==> config.mk <==
export PLATFORM = sky130hd
export DESIGN_NAME = joystick_button_event_encoder
export DESIGN_NICKNAME = d
export VERILOG_FILES = /design/src/hdl/jbe_pkg.sv /design/src/hdl/jbe_core.sv /design/src/hdl/joystick_button_event_encoder.sv
export SDC_FILE = /design/constraint.sdc
export NUM_CORES = 1
export LEC_CHECK = 0
export BUFFER_PORTS_ARGS = -buffer_cell sky130_fd_sc_hd__buf_2
export CAP_MARGIN = 25
export CORE_MARGIN = 10
export CORE_UTILIZATION = 60
export DETAILED_ROUTE_END_ITERATION = 12
export MAX_ROUTING_LAYER = met4
export PLACE_DENSITY = 0.9
export SLEW_MARGIN = 25
export SYNTH_ARGS = -nofsm -noshare
export SYNTH_HDL_FRONTEND = slang
export SYNTH_HIERARCHICAL = 1
export SYNTH_SLANG_ARGS = --single-unit
==> constraint.sdc <==
create_clock -name clk -period 6.65 [get_ports clk]
set_clock_uncertainty 0.2 [all_clocks]
set_input_delay 0.665 -clock clk [delete_from_list [all_inputs] [get_ports clk]]
set_output_delay 0.665 -clock clk [all_outputs]
set_load 0.1 [all_outputs]
==> src/hdl/jbe_pkg.sv <==
// Shared types and constants for the joystick and button event encoder.
`timescale 1ns / 1ps

package jbe_pkg;

  localparam int AXIS_W  = 14;
  localparam int INDEX_W = 3;
  localparam int EVENT_W = 3;
  localparam int IN_W    = 32;
  localparam int OUT_W   = 8;

  typedef logic [AXIS_W-1:0]  axis_t;
  typedef logic [INDEX_W-1:0] reg_index_t;

  // register map
  localparam reg_index_t REG_PRESS_HIGH   = 3'd0;
  localparam reg_index_t REG_PRESS_LOW    = 3'd1;
  localparam reg_index_t REG_HORIZ_CTR_LO = 3'd2;
  localparam reg_index_t REG_HORIZ_CTR_HI = 3'd3;
  localparam reg_index_t REG_VERT_CTR_LO  = 3'd4;
  localparam reg_index_t REG_VERT_CTR_HI  = 3'd5;

  localparam axis_t PRESS_HIGH_RST   = 14'd15000;
  localparam axis_t PRESS_LOW_RST    = 14'd50;
  localparam axis_t HORIZ_CTR_LO_RST = 14'd6500;
  localparam axis_t HORIZ_CTR_HI_RST = 14'd8000;
  localparam axis_t VERT_CTR_LO_RST  = 14'd7500;
  localparam axis_t VERT_CTR_HI_RST  = 14'd9000;

  typedef struct packed {
    axis_t press_high_level;
    axis_t press_low_level;
    axis_t horiz_center_low;
    axis_t horiz_center_high;
    axis_t vert_center_low;
    axis_t vert_center_high;
  } jbe_cfg_t;

  typedef enum logic [1:0] {
    STICK_START = 2'd0,
    STICK_IDLE  = 2'd1,
    STICK_HORIZ = 2'd2,
    STICK_VERT  = 2'd3
  } stick_mode_t;

  typedef enum logic [2:0] {
    KEY_START = 3'd0,
    KEY_IDLE  = 3'd1,
    KEY_SPACE = 3'd2,
    KEY_X     = 3'd3,
    KEY_Z     = 3'd4
  } key_mode_t;

  typedef enum logic [EVENT_W-1:0] {
    SE_NONE    = 3'd0,
    SE_RIGHT   = 3'd1,
    SE_LEFT    = 3'd2,
    SE_UP      = 3'd3,
    SE_DOWN    = 3'd4,
    SE_H_REL   = 3'd5,
    SE_V_REL   = 3'd6
  } stick_event_t;

  typedef enum logic [EVENT_W-1:0] {
    KE_NONE     = 3'd0,
    KE_Z        = 3'd1,
    KE_SPACE    = 3'd2,
    KE_X        = 3'd3,
    KE_Z_UP     = 3'd4,
    KE_SPACE_UP = 3'd5,
    KE_X_UP     = 3'd6
  } key_event_t;

endpackage

==> src/hdl/jbe_core.sv <==
// Stick and key state machines: event decode and mode registers.
`timescale 1ns / 1ps

module jbe_core import jbe_pkg::*; (
  input  logic         clk,
  input  logic         rst,
  input  logic         advance,
  input  jbe_cfg_t     cfg,
  input  axis_t        axis_horiz,
  input  axis_t        axis_vert,
  input  logic         button_z_down,
  input  logic         button_space_down,
  input  logic         button_x_down,
  output stick_event_t stick_event,
  output key_event_t   key_event
);

  stick_mode_t stick_mode, stick_mode_next;
  key_mode_t   key_mode, key_mode_next;

  logic h_high, h_low, v_high, v_low, h_centre, v_centre;

  assign h_high   = axis_horiz > cfg.press_high_level;
  assign h_low    = axis_horiz < cfg.press_low_level;
  assign v_high   = axis_vert > cfg.press_high_level;
  assign v_low    = axis_vert < cfg.press_low_level;
  assign h_centre = (axis_horiz > cfg.horiz_center_low) &&
                    (axis_horiz < cfg.horiz_center_high);
  assign v_centre = (axis_vert > cfg.vert_center_low) &&
                    (axis_vert < cfg.vert_center_high);

  always_ff @(posedge clk) begin
    if (rst) begin
      stick_mode <= STICK_START;
      key_mode   <= KEY_START;
    end else if (advance) begin
      stick_mode <= stick_mode_next;
      key_mode   <= key_mode_next;
    end
  end

  // stick next state
  always_comb begin
    stick_mode_next = stick_mode;
    case (stick_mode)
      STICK_START: stick_mode_next = STICK_IDLE;
      STICK_IDLE: begin
        if (h_high || h_low) begin
          stick_mode_next = STICK_HORIZ;
        end else if (v_high || v_low) begin
          stick_mode_next = STICK_VERT;
        end
      end
      STICK_HORIZ: if (h_centre) stick_mode_next = STICK_IDLE;
      STICK_VERT:  if (v_centre) stick_mode_next = STICK_IDLE;
      default:     stick_mode_next = STICK_START;
    endcase
  end

  // stick event
  always_comb begin
    stick_event = SE_NONE;
    case (stick_mode)
      STICK_IDLE: begin
        if (h_high) begin
          stick_event = SE_RIGHT;
        end else if (h_low) begin
          stick_event = SE_LEFT;
        end else if (v_high) begin
          stick_event = SE_UP;
        end else if (v_low) begin
          stick_event = SE_DOWN;
        end
      end
      STICK_HORIZ: if (h_centre) stick_event = SE_H_REL;
      STICK_VERT:  if (v_centre) stick_event = SE_V_REL;
      default:     stick_event = SE_NONE;
    endcase
  end

  // key next state; unused codes fall back to start
  always_comb begin
    key_mode_next = key_mode;
    case (key_mode)
      KEY_START: key_mode_next = KEY_IDLE;
      KEY_IDLE: begin
        if (button_z_down) begin
          key_mode_next = KEY_Z;
        end else if (button_space_down) begin
          key_mode_next = KEY_SPACE;
        end else if (button_x_down) begin
          key_mode_next = KEY_X;
        end
      end
      KEY_Z:     if (!button_z_down) key_mode_next = KEY_IDLE;
      KEY_SPACE: if (!button_space_down) key_mode_next = KEY_IDLE;
      KEY_X:     if (!button_x_down) key_mode_next = KEY_IDLE;
      default:   key_mode_next = KEY_START;
    endcase
  end

  // key event
  always_comb begin
    key_event = KE_NONE;
    case (key_mode)
      KEY_IDLE: begin
        if (button_z_down) begin
          key_event = KE_Z;
        end else if (button_space_down) begin
          key_event = KE_SPACE;
        end else if (button_x_down) begin
          key_event = KE_X;
        end
      end
      KEY_Z:     if (!button_z_down) key_event = KE_Z_UP;
      KEY_SPACE: if (!button_space_down) key_event = KE_SPACE_UP;
      KEY_X:     if (!button_x_down) key_event = KE_X_UP;
      default:   key_event = KE_NONE;
    endcase
  end

endmodule

==> src/hdl/joystick_button_event_encoder.sv <==
// Joystick and button event encoder, top level.
//
//   channel  dir  handshake                     payload
//   s_axis   in   s_axis_tvalid/s_axis_tready   s_axis_tdata[31:0] one sample tick
//   m_axis   out  m_axis_tvalid/m_axis_tready   m_axis_tdata[7:0]  stick and key event
//   cfg      in   cfg_valid/cfg_ready           cfg_index[2:0], cfg_data[13:0]
//
// One beat in gives one beat out; a beat can enter every cycle unless m_axis stalls.
// Path: input register, then decode and mode update into the output register.
// rst clears the machines to their start state and the thresholds to defaults.
// A stall on m_axis holds the output register; an empty input register takes one
// more beat, a full one drops s_axis_tready in the same cycle. cfg_ready is always high.
`timescale 1ns / 1ps

module joystick_button_event_encoder import jbe_pkg::*; (
  input  logic               clk,
  input  logic               rst,
  input  logic               s_axis_tvalid,
  output logic               s_axis_tready,
  // [13:0] axis_horiz, [27:14] axis_vert, [28] button_z_down,
  // [29] button_space_down, [30] button_x_down, [31] unused
  input  logic [IN_W-1:0]    s_axis_tdata,
  output logic               m_axis_tvalid,
  input  logic               m_axis_tready,
  // [2:0] stick_event, [5:3] key_event, [7:6] zero
  output logic [OUT_W-1:0]   m_axis_tdata,
  input  logic               cfg_valid,
  output logic               cfg_ready,
  input  reg_index_t         cfg_index,
  input  axis_t              cfg_data
);

  jbe_cfg_t cfg;

  logic              in_valid;
  logic [IN_W-2:0]   in_data;
  logic              fire;
  logic              out_free;
  stick_event_t      stick_event;
  key_event_t        key_event;

  assign cfg_ready = 1'b1;

  always_ff @(posedge clk) begin
    if (rst) begin
      cfg.press_high_level  <= PRESS_HIGH_RST;
      cfg.press_low_level   <= PRESS_LOW_RST;
      cfg.horiz_center_low  <= HORIZ_CTR_LO_RST;
      cfg.horiz_center_high <= HORIZ_CTR_HI_RST;
      cfg.vert_center_low   <= VERT_CTR_LO_RST;
      cfg.vert_center_high  <= VERT_CTR_HI_RST;
    end else if (cfg_valid) begin
      case (cfg_index)
        REG_PRESS_HIGH:   cfg.press_high_level  <= cfg_data;
        REG_PRESS_LOW:    cfg.press_low_level   <= cfg_data;
        REG_HORIZ_CTR_LO: cfg.horiz_center_low  <= cfg_data;
        REG_HORIZ_CTR_HI: cfg.horiz_center_high <= cfg_data;
        REG_VERT_CTR_LO:  cfg.vert_center_low   <= cfg_data;
        REG_VERT_CTR_HI:  cfg.vert_center_high  <= cfg_data;
        default: ;
      endcase
    end
  end

  assign out_free      = !m_axis_tvalid || m_axis_tready;
  assign fire          = in_valid && out_free;
  assign s_axis_tready = !in_valid || fire;

  always_ff @(posedge clk) begin
    if (rst) begin
      in_valid <= 1'b0;
    end else if (s_axis_tready) begin
      in_valid <= s_axis_tvalid;
    end
  end

  always_ff @(posedge clk) begin
    if (s_axis_tready && s_axis_tvalid) begin
      in_data <= s_axis_tdata[IN_W-2:0];
    end
  end

  jbe_core u_core (
    .clk               (clk),
    .rst               (rst),
    .advance           (fire),
    .cfg               (cfg),
    .axis_horiz        (in_data[AXIS_W-1:0]),
    .axis_vert         (in_data[2*AXIS_W-1:AXIS_W]),
    .button_z_down     (in_data[2*AXIS_W]),
    .button_space_down (in_data[2*AXIS_W+1]),
    .button_x_down     (in_data[2*AXIS_W+2]),
    .stick_event       (stick_event),
    .key_event         (key_event)
  );

  always_ff @(posedge clk) begin
    if (rst) begin
      m_axis_tvalid <= 1'b0;
    end else if (out_free) begin
      m_axis_tvalid <= in_valid;
    end
  end

  always_ff @(posedge clk) begin
    if (fire) begin
      m_axis_tdata <= {2'b00, key_event, stick_event};
    end
  end

endmodule
Word level (Yosys, flattened, before mapping)

Index checks and enable logic that the tools add are counted.

Magnitude comparators: 8
Reduce and logical (&&, ||, !) cells: 21
Mux-type cells: 26
Equality and inequality tests: 19

Operators by type and width:

| cell                                                                     | count |
|---|---|
| 14-bit greater-than comparator                                           | 4 |
| 14-bit less-than comparator                                              | 4 |
| 3-bit two-way mux                                                        | 17 |
| 3-bit one-hot mux with 5 select lines                                    | 1 |
| 3-bit by 2-bit equality test with 1-bit output (second input constant)   | 4 |
| 3-bit one-hot mux with 4 select lines                                    | 1 |
| 2-bit AND reduction                                                      | 6 |
| 2-bit two-way mux                                                        | 5 |
| 3-bit equality test (second input constant)                              | 3 |
| 3-bit one-hot mux with 3 select lines                                    | 1 |
| 2-bit one-hot mux with 4 select lines                                    | 1 |
| 3-bit by 1-bit equality test with 1-bit output (second input constant)   | 2 |
| 3-bit logical NOT                                                        | 2 |
| 2-bit inequality test (second input constant)                            | 3 |
| 5-bit AND reduction                                                      | 1 |
| 2-bit equality test (second input constant)                              | 2 |
| 1-bit logical AND                                                        | 4 |
| 1-bit logical OR                                                         | 4 |
| 2-bit by 1-bit inequality test with 1-bit output (second input constant) | 2 |
| 4-bit inequality test (second input constant)                            | 1 |
| 4-bit AND reduction                                                      | 1 |
| 3-bit by 1-bit inequality test with 1-bit output (second input constant) | 1 |
| 2-bit by 1-bit equality test with 1-bit output (second input constant)   | 1 |
| 1-bit logical NOT                                                        | 2 |
| 2-bit logical NOT                                                        | 1 |

Output and inout bits: 11
Bits in registers: 128

Depth between registers and ports, before layout

Word-level depth: 6
Mapped depth: 9

Modules after synthesis

The synthesis kept the hierarchy.

By module, submodules not included:

| module                        | area an instance (sq um) | cells each | sequential area each (sq um) | times used |
|---|---|---|---|---|
| joystick_button_event_encoder | 4545.6                   | 365        | 2832.7                       | 1 |
| jbe_core                      | 2992.9                   | 415        | 100.1                        | 1 |

Worst setup path before layout

No wires, ideal clock.

Path kind: register -> register
Start: register m_axis_tvalid
End: register in_data[0] (enable)
Clock period less this slack: 3.366 ns
Data arrival time: 2.767 ns
Cell stages (with the launch flop): 3
Required time: 6.050 ns
Slack: 3.284 ns
Path through: dfxtp_1 > nand3b_1 > and2_1

Longest elaborated chain between the ends: 5

Ends and longest elaborated chain:

| what                    | line                                 | text |
|---|---|---|
| start, declared         | joystick_button_event_encoder.sv:23  | `output logic m_axis_tvalid,` |
| start signal, assigned  | joystick_button_event_encoder.sv:101 | `m_axis_tvalid <= in_valid;` |
| 1-bit logical NOT       | joystick_button_event_encoder.sv:65  | `assign out_free = !m_axis_tvalid \|\| m_axis_tready;` |
| 1-bit logical OR        | joystick_button_event_encoder.sv:65  |  |
| 1-bit logical AND       | joystick_button_event_encoder.sv:66  | `assign fire = in_valid && out_free;` |
| 1-bit logical OR        | joystick_button_event_encoder.sv:67  | `assign s_axis_tready = !in_valid \|\| fire;` |
| named net s_axis_tready | joystick_button_event_encoder.sv:19  | `output logic s_axis_tready,` |
| 1-bit logical AND       | joystick_button_event_encoder.sv:78  | `if (s_axis_tready && s_axis_tvalid) begin` |
| end signal, assigned    | joystick_button_event_encoder.sv:79  | `in_data <= s_axis_tdata[IN_W-2:0];` |
| end, declared           | joystick_button_event_encoder.sv:36  | `logic [IN_W-2:0] in_data;` |

The timed path passes the listed nets, and every way through them passes these cells.
A chain may end at the register's enable or synchronous reset.

Worst setup path after layout

Start: register in_data[21]
End: register m_axis_tdata[2], data pin

Longest elaborated chain between the ends: 6
Elaborated cells between the ends (all ways): 11
Those cells by class: order compare: 4; mux: 6; reduce/logical: 1

Ends and longest elaborated chain:

| what                                    | line                                 | text |
|---|---|---|
| 14-bit less-than comparator             | jbe_core.sv:26                       | `assign v_low = axis_vert < cfg.press_low_level;` |
| 3-bit two-way mux                       | jbe_core.sv:71                       | `end else if (v_low) begin` |
| 3-bit two-way mux                       | jbe_core.sv:69                       | `end else if (v_high) begin` |
| 3-bit two-way mux                       | jbe_core.sv:67                       | `end else if (h_low) begin` |
| 3-bit two-way mux                       | jbe_core.sv:65                       | `if (h_high) begin` |
| 3-bit one-hot mux with 3 select lines * | jbe_core.sv:63                       | `case (stick_mode)` |
| named net stick_event[2]                | joystick_button_event_encoder.sv:39  | `stick_event_t stick_event;` |
| end signal, assigned                    | joystick_button_event_encoder.sv:107 | `m_axis_tdata <= {2'b00, key_event, stick_event};` |
| end, declared                           | joystick_button_event_encoder.sv:26  | `output logic [OUT_W-1:0] m_axis_tdata,` |

Mark *: on every way through the listed nets, which the timed path passes. The rest lies on a longest branch.

==> metrics <==
Die Ht 132 µm; share of layout cells above drive strength 1 12.1%; FMAX between 300 and 400 MHz; CP Class reg -> reg; RSZ-0062 raised after global routing no; initial antenna violation count 3; vias in the first global route approximately 5900; mean post-synth cell area just under 10 µm²; Max Slew Vio Count 0; Worst EP arrival just over 3 ns; Post-CTS Resized 0; register area 0.00293 mm²; period utilization between 40% and 50%; Layout Utilization between 70% and 80%; Avg WL per Cell about 18 µm; post-route ant nets 0; top cells by count, synth ha_1 (108), inv_1 (93), dfxtp_1 (91), mux2i_1 (84), nand2b_1 (72); LEAKAGE 4.12 nW; mapped cell area 0.00754 mm²; Core Box Area approximately 0.012 mm²; ranking of synthesized cells by area dfxtp_1 (24%), ha_1 (18%), edfxtp_1 (15%), mux2i_1 (11%), nand2b_1 (6.0%); Peak VDD IR ~0.2 mV; top-count cell post-synth ha_1; DR iter-0 viols around 570; CP Max Fanout 4; cell taking the most area after synthesis dfxtp_1; CP Launch Type flop; Fin. Hold Viols 0; fill count approximately 870; Worst-Margin Slew between 0.9 and 1 ns; area delta synth->final 13.9%; warnings from Yosys 6; IO Count 65; relative slew slack roughly 40%; crit path max-delay cell type a2111oi_0; DP HPWL approximately 13 mm; row cnt 40; Skew-Pair Late Insertion Delay between 0.4 and 0.5 ns; grt met3 use between 4 and 5%; PD cells about 230 mW/mm²; PnR Total Power about 2.0 mW; CTS tree built; Flop pwr share 42.7%; first-pass GRT wire length about 29 mm; drt pass-1 iters 6; Yosys cell types 52; top cell type's share of synthesized area approximately a quarter; Psw ~0.5 mW; Starting Density around three fifths; Seq/Total Area, Yosys roughly two fifths; clock slew at reported path FFs ~0.06 ns; Port Buffers 60; FFs w/ async S/R, synth 0%; Primary FF master, synth dfxtp_1; EDFF count, synth 37; Multi-input gate area just over 0.004 mm²; # setup viols final 0; routability cong. 0.867; vias around 6000; met2 Usage GRT between 30% and 40%; CTS Sinks between 100 and 150; worst min-delay path category in -> reg; delay-heaviest family, CP compound AO/OA/AOI/OAI gates; drt total wl 18.2 mm; Worst Path Required about 6.7 ns; Gate Count Post-Synth 780; GRT Total Usage between 20% and 30%; # Post-CTS Setup Buffers 0; DIE AREA about 0.017 mm²; GRT overflow 0; Max Root-Sink Buffers 2; fin crit period between 2 and 3 ns; internal power 1.50 mW; Setup TNS 0 ns; Logic pwr share between 10% and 20%; Max-Cap Viols 0; Clock power frac between 40% and 50%; H-Tree Depth 4; status completed; clk root buf clkbuf_16; #FFs+latches synth around 130; WHS about 0.22 ns; met1 Use GR approximately a quarter; global routing's busiest layer met2; final routed DRC violation total 0; DR vias/cell 5.74; CTS buffer count 17; Buf+Inv Stages, Crit Path 0; cts hold-fix bufs 0; largest net degree at the start of global routing 63; CP endpoint kind flop; cells along the critical path ha_1 -> a211oi_1 -> o221ai_1 -> a2111oi_0 -> nand4_1 -> o21ai_1; Die W about 130 µm; slowest stage delay, CP 0.79 ns; Sw Share about a quarter; layout net count 1000
## per-layer routing
layer	wire, µm	up-vias
met3	1080	37
met5	0	-
li1	-	2840
met2	8640	223
met1	8010	2767
met4	484	0
## layout by cell type (no fill, tap or decap), types with 4 or more instances in the layout
cell type    n
ha_1       108
inv_1       93
dfxtp_1     91
mux2i_1     84
nand2b_1    72
nor2_1      70
buf_2       60
a21oi_1     46
edfxtp_1    37
nand2_1     22
nand4_1     20
clkbuf_16   19
o21ai_0     12
nand3_1     11
a21o_1       9
nor3_1       7
o31a_1       6
nor2b_1      5
o21ai_1      5
a211oi_1     5
clkbuf_1     4
buf_4        4
## per-stage QoR
| step | cell area [µm²] | setup slack (ns) | std cells |
|---|---|---|---|
| finish | 8590 | 3.68 | 1022 |
| global route | 8590 | 3.65 | 1022 |
| CTS | 8570 | 3.79 | 1018 |
| detailed placement | 7980 | 3.82 | 986 |
| global placement | 7950 | 3.85 | 984 |
| floorplan | 7540 | 3.28 | 781 |
## power groups by stage
stage | registers, mW | logic, mW | clock network [mW]
finish | 0.859 | 0.233 | 0.918
floorplan | 0.880 | 0.150 | 0
detailed placement | 0.874 | 0.223 | 0
CTS | 0.858 | 0.229 | 0.930
global route | 0.862 | 0.256 | 0.961
global placement | 0.874 | 0.213 | 0
## cell type report
cell class	instances	area share, %
flip-flops and latches	128	34.2
repair buffers	67	4.24
well taps	168	2.45
clock inverters	7	0.845
diodes	3	0.0874
multi-input cells	531	48.1
clock buffers	25	6.03
inverters	93	4.07
## flip-flops by register name, summed over array words and instances, names as in the netlist
signal / flops
cfg: 84
in_data: 31
m_axis_tdata: 6
u_core/key_mode: 3
u_core/stick_mode: 2
in_valid: 1
m_axis_tvalid: 1
## worst paths after layout
path	from	endpoint	slack (ns)	depth (start not counted)
max	in_data[21]$_DFFE_PP_	m_axis_tdata[2]$_DFFE_PP_	3.68	6
min	s_axis_tdata[9]	in_data[9]$_DFFE_PP_	0.22	1
max reg2reg	in_data[21]$_DFFE_PP_	m_axis_tdata[2]$_DFFE_PP_	3.68	6
min reg2reg	in_valid$_SDFFE_PP0P_	m_axis_tvalid$_SDFFE_PP0P_	0.27	2
## logic make-up (layout without fill, tap and decap cells)
| group | count (synthesis) | in the layout | share of synthesized area [%] |
|---|---|---|---|
| and+or+nand+nor | 227 | 227 | 16.3 |
| DFF | 128 | 128 | 38.9 |
| buffers and inverters | 122 | 192 | 6.51 |
| AOI/OAI and AO/OA | 109 | 109 | 9.10 |
| adders and majority gates | 108 | 108 | 17.9 |
| muxes | 84 | 84 | 11.2 |
| other | 2 | 6 | 0.0996 |
Power figures use the tool's default switching activity.
